--- config.mk ---
export PLATFORM = sky130hd
export DESIGN_NAME = rgb24_yuyv_pair_converter
export DESIGN_NICKNAME = d
export VERILOG_FILES = /design/src/rtl/ryc_pkg.sv /design/src/rtl/ryc_mult.sv /design/src/rtl/ryc_sum.sv /design/src/rtl/ryc_clamp.sv /design/src/rtl/rgb24_yuyv_pair_converter.sv
export SDC_FILE = /design/constraint.sdc
export NUM_CORES = 1
export LEC_CHECK = 0
export BUFFER_PORTS_ARGS = -buffer_cell sky130_fd_sc_hd__buf_2
export CAP_MARGIN = 20
export CORE_MARGIN = 4
export CORE_UTILIZATION = 37
export CTS_CLUSTER_SIZE = 16
export DETAILED_ROUTE_END_ITERATION = 8
export HOLD_SLACK_MARGIN = 0.03
export SLEW_MARGIN = 20
export SYNTH_ARGS = -nofsm -noshare
export SYNTH_HDL_FRONTEND = slang
export SYNTH_SLANG_ARGS = --single-unit
--- constraint.sdc ---
create_clock -name clk -period 4.2 [get_ports clk]
set_input_delay 0.84 -clock clk [delete_from_list [all_inputs] [get_ports clk]]
set_output_delay 0.84 -clock clk [all_outputs]
set_load 0.02 [all_outputs]
--- src/rtl/ryc_pkg.sv ---
// Shared types for the RGB24 / YUYV pixel pair converter.
package ryc_pkg;

    // One pixel pair on the input side: R0 G0 B0 R1 G1 B1 or Y0 U Y1 V.
    typedef struct packed {
        logic [7:0] in_byte_0;
        logic [7:0] in_byte_1;
        logic [7:0] in_byte_2;
        logic [7:0] in_byte_3;
        logic [7:0] in_byte_4;
        logic [7:0] in_byte_5;
    } in_word_t;

    // One pixel pair on the output side: Y0 U Y1 V 0 0 or R0 G0 B0 R1 G1 B1.
    typedef struct packed {
        logic [7:0] out_byte_0;
        logic [7:0] out_byte_1;
        logic [7:0] out_byte_2;
        logic [7:0] out_byte_3;
        logic [7:0] out_byte_4;
        logic [7:0] out_byte_5;
    } out_word_t;

    // Wide enough for every product and every sum of three products.
    localparam int SUM_W    = 20;
    localparam int NUM_PROD = 12;
    localparam int NUM_SUM  = 6;

    typedef logic signed [SUM_W-1:0] sum_t;
    typedef sum_t prod_arr_t [NUM_PROD];
    typedef sum_t sum_arr_t [NUM_SUM];

    localparam logic DIR_ENCODE = 1'b0;
    localparam logic DIR_DECODE = 1'b1;

    // Control that travels alongside each word through the pipeline.
    typedef struct packed {
        logic valid;
        logic dir;
    } stage_ctl_t;

endpackage

--- src/rtl/ryc_mult.sv ---
// First pipeline stage: constant coefficient products for either direction.
module ryc_mult
(
    input  logic                clk,
    input  logic                rst_n,
    input  ryc_pkg::stage_ctl_t in_ctl,
    input  ryc_pkg::in_word_t   in_word,
    output ryc_pkg::stage_ctl_t out_ctl,
    output ryc_pkg::prod_arr_t  prod
);

    localparam int K_Y_R  = 66;
    localparam int K_Y_G  = 129;
    localparam int K_Y_B  = 25;
    localparam int K_U_R  = 38;
    localparam int K_U_G  = 74;
    localparam int K_UV_B = 112;
    localparam int K_V_R  = 112;
    localparam int K_V_G  = 94;
    localparam int K_V_B  = 18;
    localparam int K_C    = 298;
    localparam int K_R_E  = 409;
    localparam int K_G_D  = 100;
    localparam int K_G_E  = 208;
    localparam int K_B_D  = 516;

    ryc_pkg::stage_ctl_t ctl_reg;
    ryc_pkg::prod_arr_t  prod_reg;
    ryc_pkg::prod_arr_t  prod_next;

    ryc_pkg::sum_t b0, b1, b2, b3, b4, b5;
    ryc_pkg::sum_t c0, c1, d, e;

    always_comb
    begin
        b0 = ryc_pkg::sum_t'({12'd0, in_word.in_byte_0});
        b1 = ryc_pkg::sum_t'({12'd0, in_word.in_byte_1});
        b2 = ryc_pkg::sum_t'({12'd0, in_word.in_byte_2});
        b3 = ryc_pkg::sum_t'({12'd0, in_word.in_byte_3});
        b4 = ryc_pkg::sum_t'({12'd0, in_word.in_byte_4});
        b5 = ryc_pkg::sum_t'({12'd0, in_word.in_byte_5});
        c0 = b0 - ryc_pkg::sum_t'(16);
        c1 = b2 - ryc_pkg::sum_t'(16);
        d  = b1 - ryc_pkg::sum_t'(128);
        e  = b3 - ryc_pkg::sum_t'(128);

        if (in_ctl.dir == ryc_pkg::DIR_ENCODE)
        begin
            prod_next[0]  = b0 * ryc_pkg::sum_t'(K_Y_R);
            prod_next[1]  = b1 * ryc_pkg::sum_t'(K_Y_G);
            prod_next[2]  = b2 * ryc_pkg::sum_t'(K_Y_B);
            prod_next[3]  = b0 * ryc_pkg::sum_t'(K_U_R);
            prod_next[4]  = b1 * ryc_pkg::sum_t'(K_U_G);
            prod_next[5]  = b2 * ryc_pkg::sum_t'(K_UV_B);
            prod_next[6]  = b3 * ryc_pkg::sum_t'(K_Y_R);
            prod_next[7]  = b4 * ryc_pkg::sum_t'(K_Y_G);
            prod_next[8]  = b5 * ryc_pkg::sum_t'(K_Y_B);
            prod_next[9]  = b0 * ryc_pkg::sum_t'(K_V_R);
            prod_next[10] = b1 * ryc_pkg::sum_t'(K_V_G);
            prod_next[11] = b2 * ryc_pkg::sum_t'(K_V_B);
        end
        else
        begin
            // Decoding needs only six products; the chroma terms are shared
            // by both pixels of the pair.
            prod_next[0]  = c0 * ryc_pkg::sum_t'(K_C);
            prod_next[1]  = c1 * ryc_pkg::sum_t'(K_C);
            prod_next[2]  = e * ryc_pkg::sum_t'(K_R_E);
            prod_next[3]  = d * ryc_pkg::sum_t'(K_G_D);
            prod_next[4]  = e * ryc_pkg::sum_t'(K_G_E);
            prod_next[5]  = d * ryc_pkg::sum_t'(K_B_D);
            prod_next[6]  = '0;
            prod_next[7]  = '0;
            prod_next[8]  = '0;
            prod_next[9]  = '0;
            prod_next[10] = '0;
            prod_next[11] = '0;
        end
    end

    always_ff @(posedge clk or negedge rst_n)
    begin
        if (!rst_n)
        begin
            ctl_reg <= '0;
        end
        else
        begin
            ctl_reg <= in_ctl;
        end
    end

    always_ff @(posedge clk)
    begin
        if (in_ctl.valid)
        begin
            prod_reg <= prod_next;
        end
    end

    assign out_ctl = ctl_reg;
    assign prod    = prod_reg;

endmodule

--- src/rtl/ryc_sum.sv ---
// Second pipeline stage: combines products into four channel sums when encoding, six when decoding.
module ryc_sum
(
    input  logic                clk,
    input  logic                rst_n,
    input  ryc_pkg::stage_ctl_t in_ctl,
    input  ryc_pkg::prod_arr_t  prod,
    output ryc_pkg::stage_ctl_t out_ctl,
    output ryc_pkg::sum_arr_t   sum
);

    ryc_pkg::stage_ctl_t ctl_reg;
    ryc_pkg::sum_arr_t   sum_reg;
    ryc_pkg::sum_arr_t   sum_next;

    always_comb
    begin
        if (in_ctl.dir == ryc_pkg::DIR_ENCODE)
        begin
            sum_next[0] = prod[0] + prod[1] + prod[2];
            sum_next[1] = prod[5] - prod[3] - prod[4];
            sum_next[2] = prod[6] + prod[7] + prod[8];
            sum_next[3] = prod[9] - prod[10] - prod[11];
            sum_next[4] = '0;
            sum_next[5] = '0;
        end
        else
        begin
            sum_next[0] = prod[0] + prod[2];
            sum_next[1] = prod[0] - prod[3] - prod[4];
            sum_next[2] = prod[0] + prod[5];
            sum_next[3] = prod[1] + prod[2];
            sum_next[4] = prod[1] - prod[3] - prod[4];
            sum_next[5] = prod[1] + prod[5];
        end
    end

    always_ff @(posedge clk or negedge rst_n)
    begin
        if (!rst_n)
        begin
            ctl_reg <= '0;
        end
        else
        begin
            ctl_reg <= in_ctl;
        end
    end

    always_ff @(posedge clk)
    begin
        if (in_ctl.valid)
        begin
            sum_reg <= sum_next;
        end
    end

    assign out_ctl = ctl_reg;
    assign sum     = sum_reg;

endmodule

--- src/rtl/ryc_clamp.sv ---
// Third pipeline stage: scales, offsets and clamps the sums into output bytes.
module ryc_clamp
(
    input  logic                clk,
    input  logic                rst_n,
    input  ryc_pkg::stage_ctl_t in_ctl,
    input  ryc_pkg::sum_arr_t   sum,
    output logic                out_valid,
    output ryc_pkg::out_word_t  out_word
);

    ryc_pkg::stage_ctl_t ctl_reg;
    ryc_pkg::out_word_t  word_reg;
    ryc_pkg::out_word_t  word_next;

    // Floor division by 256 is an arithmetic shift on the signed sum.
    function automatic logic [7:0] sat8(ryc_pkg::sum_t v, ryc_pkg::sum_t off,
                                        ryc_pkg::sum_t lo, ryc_pkg::sum_t hi);
        ryc_pkg::sum_t t;
        t = (v >>> 8) + off;
        if (t < lo)
        begin
            t = lo;
        end
        if (t > hi)
        begin
            t = hi;
        end
        return t[7:0];
    endfunction

    localparam ryc_pkg::sum_t Y_OFF  = ryc_pkg::sum_t'(16);
    localparam ryc_pkg::sum_t Y_LO   = ryc_pkg::sum_t'(16);
    localparam ryc_pkg::sum_t Y_HI   = ryc_pkg::sum_t'(235);
    localparam ryc_pkg::sum_t C_OFF  = ryc_pkg::sum_t'(128);
    localparam ryc_pkg::sum_t C_LO   = ryc_pkg::sum_t'(16);
    localparam ryc_pkg::sum_t C_HI   = ryc_pkg::sum_t'(240);
    localparam ryc_pkg::sum_t RGB_LO = ryc_pkg::sum_t'(0);
    localparam ryc_pkg::sum_t RGB_HI = ryc_pkg::sum_t'(255);

    always_comb
    begin
        if (in_ctl.dir == ryc_pkg::DIR_ENCODE)
        begin
            word_next.out_byte_0 = sat8(sum[0], Y_OFF, Y_LO, Y_HI);
            word_next.out_byte_1 = sat8(sum[1], C_OFF, C_LO, C_HI);
            word_next.out_byte_2 = sat8(sum[2], Y_OFF, Y_LO, Y_HI);
            word_next.out_byte_3 = sat8(sum[3], C_OFF, C_LO, C_HI);
            word_next.out_byte_4 = 8'd0;
            word_next.out_byte_5 = 8'd0;
        end
        else
        begin
            word_next.out_byte_0 = sat8(sum[0], RGB_LO, RGB_LO, RGB_HI);
            word_next.out_byte_1 = sat8(sum[1], RGB_LO, RGB_LO, RGB_HI);
            word_next.out_byte_2 = sat8(sum[2], RGB_LO, RGB_LO, RGB_HI);
            word_next.out_byte_3 = sat8(sum[3], RGB_LO, RGB_LO, RGB_HI);
            word_next.out_byte_4 = sat8(sum[4], RGB_LO, RGB_LO, RGB_HI);
            word_next.out_byte_5 = sat8(sum[5], RGB_LO, RGB_LO, RGB_HI);
        end
    end

    always_ff @(posedge clk or negedge rst_n)
    begin
        if (!rst_n)
        begin
            ctl_reg <= '0;
        end
        else
        begin
            ctl_reg <= in_ctl;
        end
    end

    always_ff @(posedge clk)
    begin
        if (in_ctl.valid)
        begin
            word_reg <= word_next;
        end
    end

    assign out_valid = ctl_reg.valid;
    assign out_word  = word_reg;

endmodule

--- src/rtl/rgb24_yuyv_pair_converter.sv ---
// Top level of the RGB24 / YUYV pixel pair converter.
// One pixel pair is accepted on every clock in which start is high; busy is
// never raised. Each word leaves on result with a one-cycle done strobe after it
// has passed the three register stages: coefficient products, channel sums, and
// scale-and-clamp. Results cannot be held off, so the receiver must take every
// done cycle. The direction register is sampled with each word as it enters,
// so it should only be changed while no words are in flight.
module rgb24_yuyv_pair_converter
(
    input  logic               clk,
    input  logic               rst_n,
    input  logic               cfg_we,
    input  logic               cfg_wdata,
    input  logic               start,
    output logic               busy,
    input  ryc_pkg::in_word_t  in_word,
    output logic               done,
    output ryc_pkg::out_word_t result
);

    logic                dir_reg;
    ryc_pkg::stage_ctl_t entry_ctl;
    ryc_pkg::stage_ctl_t mult_ctl;
    ryc_pkg::stage_ctl_t sum_ctl;
    ryc_pkg::prod_arr_t  prod;
    ryc_pkg::sum_arr_t   sum;

    always_ff @(posedge clk or negedge rst_n)
    begin
        if (!rst_n)
        begin
            dir_reg <= ryc_pkg::DIR_ENCODE;
        end
        else if (cfg_we)
        begin
            dir_reg <= cfg_wdata;
        end
    end

    assign busy            = 1'b0;
    assign entry_ctl.valid = start && !busy;
    assign entry_ctl.dir   = dir_reg;

    ryc_mult u_mult
    (
        .clk     (clk),
        .rst_n   (rst_n),
        .in_ctl  (entry_ctl),
        .in_word (in_word),
        .out_ctl (mult_ctl),
        .prod    (prod)
    );

    ryc_sum u_sum
    (
        .clk     (clk),
        .rst_n   (rst_n),
        .in_ctl  (mult_ctl),
        .prod    (prod),
        .out_ctl (sum_ctl),
        .sum     (sum)
    );

    ryc_clamp u_clamp
    (
        .clk       (clk),
        .rst_n     (rst_n),
        .in_ctl    (sum_ctl),
        .sum       (sum),
        .out_valid (done),
        .out_word  (result)
    );

    // Every accepted word comes out on result with done raised.
    a_latency: assert property (@(posedge clk) disable iff (!rst_n)
        (start && !busy) |-> ##3 done)
        else $error("accepted word did not complete after three cycles");

    // Encoded luma always lands inside the legal video range.
    a_luma_range: assert property (@(posedge clk) disable iff (!rst_n)
        (done && !$past(dir_reg, 3) && $past(start, 3))
        |-> (result.out_byte_0 >= 8'd16 && result.out_byte_0 <= 8'd235 &&
             result.out_byte_2 >= 8'd16 && result.out_byte_2 <= 8'd235))
        else $error("encoded luma out of range");

    // The two unused bytes of an encoded word are zero.
    a_enc_pad: assert property (@(posedge clk) disable iff (!rst_n)
        (done && !$past(dir_reg, 3) && $past(start, 3))
        |-> (result.out_byte_4 == 8'd0 && result.out_byte_5 == 8'd0))
        else $error("encoded word has nonzero padding bytes");

endmodule

==> results of run 1 <==
==> layer usage <==
layer  share of wire  wire length, um  vias up  global-route usage
met1            0.49            37600    10371               0.251
met5               0                0        -                   0
met3           0.044             3430       88              0.0262
li1                -                -    10910                   -
met2            0.44            34400      376               0.280
met4           0.026             2050        0              0.0433
==> kinds of logic (layout without fill, tap and decap cells) <==
group | Yosys count | in the layout | share of synthesized area
flip-flops | 318 | 318 | 0.308
adder cells (fa/ha/maj) | 750 | 750 | 0.350
other | 1 | 4 | 0.000121
AO/OA/AOI/OAI | 604 | 604 | 0.125
AND/OR/NAND/NOR | 563 | 563 | 0.0889
XOR/XNOR | 225 | 225 | 0.0637
multiplexers | 32 | 32 | 0.0110
buffers and inverters | 445 | 799 | 0.0541
==> worst register-to-register path, cell delays in order, from the launching register on <==
cell,delay [ps]
edfxtp_1,420
inv_1,200
fa_1,420
ha_1,320
a21o_1,180
a31oi_1,130
o21ai_0,170
a31o_2,330
a211oi_1,440
o21ai_0,260
a221oi_1,410
xor2_1,220
a21oi_1,90
==> final cells by class <==
type,count,area (um^2)
fill,7800,45900
multi-input combinational,2175,20500
sequential,318,9530
timing repair buffer,333,2350
inverter,397,1530
tap,1070,1340
clock buffer,46,981
clock inverter,23,319
antenna,3,7.51
==> metrics by stage <==
stage          worst slack (ps)  hold WS [ps]
2_1_floorplan              -403           352
3_3_place_gp               -642           414
3_5_place_dp               -718           416
4_1_cts                    1.90          46.1
5_1_grt                    -173          50.1
6_report                 -0.154          75.3
==> where the power goes <==
part	internal, mW	switching (mW)	leakage, nW	total [mW]
clock network	2.06	1.39	0.621	3.45
registers	4.61	0.725	3.19	5.34
logic	5.29	6.33	12.9	11.6
==> cells in the final DEF (no fill, tap or decap), types with 9 or more instances in the layout <==
cell type / synthesis / final
or3_1: 18 / 18
xnor2_1: 150 / 148
nand2b_1: 27 / 27
clkinvlp_4: 0 / 9
o21ai_0: 157 / 140
inv_2: 0 / 22
nor3_1: 43 / 43
a21o_1: 83 / 83
nand4_1: 12 / 12
a21oi_2: 0 / 13
ha_4: 0 / 44
and2_1: 26 / 26
ha_1: 560 / 514
o31ai_1: 13 / 13
a211oi_1: 20 / 19
fa_1: 190 / 185
edfxtp_1: 312 / 312
nand3_1: 39 / 38
o21bai_1: 42 / 40
o21a_1: 52 / 50
inv_1: 395 / 364
nor2_1: 145 / 145
nor2b_1: 72 / 70
a31oi_1: 12 / 11
buf_2: 0 / 96
clkbuf_16: 0 / 38
buf_4: 1 / 225
mux2i_1: 16 / 16
nand2_1: 134 / 130
o21ai_1: 1 / 12
mux2_2: 16 / 16
and3_1: 18 / 18
xor2_1: 75 / 73
clkinv_1: 2 / 9
a21oi_1: 155 / 141
==> what timing repair did <==
item | 4_1_cts | 5_1_grt
hold buffers | 0 | 0
resized for setup | 11 | 56
pin swaps | 19 | 50
setup buffers | 7 | 7
endpoints found under the setup margin | 10 | 23
==> worst max path at each step <==
stage / start / endpoint / slack [ps] / cells past startpoint
2_1_floorplan: in_word[30] / u_mult.prod[216] / -400 / 20
3_3_place_gp: in_word[29] / u_mult.prod[217] / -640 / 19
3_5_place_dp: in_word[29] / u_mult.prod[218] / -720 / 21
4_1_cts: in_word[45] / u_mult.prod[236] / 2 / 20
5_1_grt: in_word[29] / u_mult.prod[218] / -170 / 20
6_report: in_word[29] / u_mult.prod[216] / -0.2 / 21
==> flow_summary.ini, run 1 <==
[run_status]
status = finished with violations
violations = negative setup slack

[sta]
fin_crit_sh = 1.00
grt_setup_unrepaired = yes
period_needed_ps = 4200
fin_ws_ps = -0.154
finClkSkew_ps = 20.8
final_hold_viol_count = 0
fmax_ghz = 0.238
tightest_slew_ps = 1000
setup_violations = 1
slew_violations = 0
slew_headroom = 0.333
fin_tns_setup_ps = -0.154

[layout]
fin_cells = 4365
syn_to_final_growth_pct = 18.3
postLayoutCellArea_mm2 = 0.0366
largest_reg_flops = 192
fin_nets = 4066
final_util = 0.443
layout-drive-gt1-share = 0.168

[critical_path]
critPathLaunchType = primary input
path_class = in -> reg
critPathBufInv = 5
slowest_stage = fa_1
crit_path_frequent_cell = ha_4
crit_chain = buf_8, clkinvlp_4, ha_4, nand2_2, nand2_2, xnor2_2, inv_2, ha_4, ha_4, inv_2, fa_1, fa_1, inv_2, ha_4, a21boi_2, o21ai_2, a21oi_2, o21ai_1, nand2b_1, a31o_4, mux2i_1
critPathMaxStageDelay_ps = 570
reg2reg_depth = 12
cp_max_fo = 5
reg2reg_slack_ps = 340
cp.required_ps = 4520
end_kind = flop
crit_arrival_ps = 4520
r2r_start = u_mult.prod[143]
worst_path_dominant_cell_family = adder cells
reg2reg_to = u_sum.sum[96]

[synth]
ys_warn_count = 0
synth_area_leader_cell = edfxtp_1
syn_inst = 2938
synth_common_cells = ha_1 (560), inv_1 (395), edfxtp_1 (312)
synth.most_common_cell = ha_1
synth_nets = 3741
synth_area_mm2 = 0.0309
ys_async_sr_fraction = 0.0189
synth_cell_types = 74
synth_edf_count = 312
postSynthRegisterBits = 318
synth_ff_type = edfxtp_1
synth_area_leaders = edfxtp_1 (30%), ha_1 (23%), fa_1 (12%)
seq_area_frac_synth = 0.308
synth_top_area_frac = 0.303
avgSynthCellArea_um2 = 10.5

[clock_network]
numClockSinks = 318
htreeDepth = 2
cts_tree = built
cts_made_buffers = 38
cts_root_buf = clkbuf_16
cts_buffer_depth = 3
clk_pin_slew_ps = 60
clock_latency_ps = 580

[place]
place.gp.congestion = 0.902
portBuffers = 101
hpwl_mm = 64.1
placed_area_mm2 = 0.0349
dp.cells = 4281

[die]
die_h_um = 297
die-area_mm2 = 0.0883
core_area_mm2 = 0.0825
die_w_um = 297
ios = 103
std_cell_rows = 105
start_util = 0.375

[global_routing]
grt.overflow.total = 0
grt_first_pass_wirelength_mm = 123
grt_max_degree = 97
antenna_found_initial = 7
grtUsageTotal = 0.176
grt_pass1_vias = 21889

[route]
wirelength_mm = 77.4
vias = 21745
wl_per_cell_um = 17.7
first_pass_iters = 5
drt_iter0_markers = 1077
drtAntennaViolNets = 0
avgViaCountPerCell = 4.98
drc = 0

[power]
vdd_ir_drop_max_mv = 0.366
power.leakage_nw = 16.7
powerDensity_mw_per_mm2 = 558
power.total_mw = 20.4

[flow_run]
maxCapViolCount = 0

[min_path]
hold_class = in -> async
No activity file was read; power rests on OpenSTA's default activity.
==> inputs of run 2 (changes only) <==
==> constraint.sdc (replaced) <==
create_clock -name clk -period 4.2 [get_ports clk]
set_input_delay 0.42 -clock clk [delete_from_list [all_inputs] [get_ports clk]]
set_output_delay 0.42 -clock clk [all_outputs]
set_load 0.02 [all_outputs]
==> flow_summary.ini, run 2 (synthesis results as in run 1) <==
[run_status]
status = finished, final reports clean

[sta]
tightest_slew_ps = 738
grt_setup_unrepaired = no
fin_tns_setup_ps = 0
slew_violations = 0
setup_violations = 0
period_needed_ps = 3960
fin_crit_sh = 0.943
finClkSkew_ps = 26.7
final_hold_viol_count = 0
slew_headroom = 0.508
fmax_ghz = 0.252

[layout]
n_antenna_cell = 0
layout_commonest_cell = ha_1
syn_to_final_growth_pct = 14.4
final_cell_mix = ha_1 (543), inv_1 (384), edfxtp_1 (312)
layout-drive-gt1-share = 0.122
largest_reg_flops = 192
fin_nets = 3978
fin_cells = 4272

[die]
std_cell_rows = 105
die_h_um = 297
ios = 103
start_util = 0.375
die-area_mm2 = 0.0883
die_w_um = 297
core_area_mm2 = 0.0825

[min_path]
hold_start = cfg_wdata
hold_depth = 2
hold_class = in -> reg
worstHoldEndpoint = dir_reg

[clock_network]
cts_buffer_depth = 3
clk_pin_slew_ps = 60
cts_made_buffers = 40
clock_latency_ps = 570
htreeDepth = 2
numClockSinks = 318
cts_root_buf = clkbuf_16
post_cts_buffers = 0
cts_tree = built

[global_routing]
grtUsageTotal = 0.173
grt_max_degree = 94
antenna_found_initial = 3
grt_first_pass_wirelength_mm = 121
grt.overflow.total = 0
grt_pass1_vias = 21338

[route]
wl_per_cell_um = 18.1
avgViaCountPerCell = 5.04
vias = 21515
drt_iter0_markers = 1350
drc = 0
wirelength_mm = 77.3
drtAntennaViolNets = 0
first_pass_iters = 8

[critical_path]
cp_max_fo = 4
cp.required_ps = 4500
crit_arrival_ps = 4260
reg2reg_slack_ps = 240
reg2reg_depth = 12
end_kind = flop
critPathLaunchType = flop
path_class = reg -> reg
reg2reg_to = u_sum.sum[113]
r2r_start = u_mult.prod[205]

[place]
place.gp.congestion = 0.917
hpwl_mm = 63.7
dp.cells = 4202
portBuffers = 101

[flow_run]
maxCapViolCount = 0

[power]
power.leakage_nw = 16.3
powerDensity_mw_per_mm2 = 564
vdd_ir_drop_max_mv = 0.351
## run 2: timing repair
action / 4_1_cts / 5_1_grt
hold buffers: 1 / 0
endpoints found under the setup margin: 0 / 1
endpoints found under the hold margin: 6 / 0
resized for setup: 0 / 1
## run 2: routing by layer
layer / part of all wire / global-route usage / wire, um
met5: 0.00041 / 0 / 32
met4: 0.030 / 0.0502 / 2290
met3: 0.054 / 0.0271 / 4200
met2: 0.44 / 0.271 / 33800
met1: 0.48 / 0.248 / 36900
## run 2: critical path: stages, from the launching register on
cell,delay (ps)
edfxtp_1,580
fa_1,520
ha_1,320
a21oi_1,160
o21ai_0,200
a2111oi_0,570
buf_4,210
nor2_1,60
a21oi_1,230
o21bai_1,130
a21oi_1,200
xor2_1,90
o21ai_0,430
## run 2: area by class of cell
type | instances | area [um^2]
Clock buffer | 46 | 1040
Clock inverter | 23 | 251
Fill cell | 7884 | 47100
Inverter | 397 | 1510
Multi-Input combinational cell | 2175 | 20100
Sequential cell | 318 | 9530
Tap cell | 1070 | 1340
Timing Repair Buffer | 243 | 1610
## run 2: metrics by stage
stage | util | cell area [um^2] | hold WS (ps) | power (mW) | worst slack, ps
after floorplan | - | 31300 | 124 | 13.0 | -21.6
after global placement | 0.413 | 34000 | 271 | 16.3 | -259
after detailed placement | 0.413 | 34000 | 268 | 16.4 | -327
after CTS | 0.428 | 35300 | 55.2 | 20.0 | 255
after global routing | 0.429 | 35400 | 81.3 | 21.6 | 5.43
final | 0.429 | 35400 | 88.0 | 19.9 | 239
## run 2: report_power, final
group | internal [mW] | switching, mW
clock network | 2.09 | 1.37
logic | 4.92 | 6.20
registers | 4.61 | 0.742
total | 11.6 | 8.31
## run 2: worst max-delay path by stage
stage / start / to / slack [ps] / cells after the start
after floorplan: in_word[45] / u_mult.prod[236] / -20 / 22
after global placement: in_word[29] / u_mult.prod[218] / -260 / 20
after detailed placement: in_word[29] / u_mult.prod[218] / -330 / 20
after CTS: u_mult.prod[149] / u_sum.sum[99] / 260 / 12
after global routing: in_word[29] / u_mult.prod[218] / 5 / 20
final: u_mult.prod[205] / u_sum.sum[113] / 240 / 12
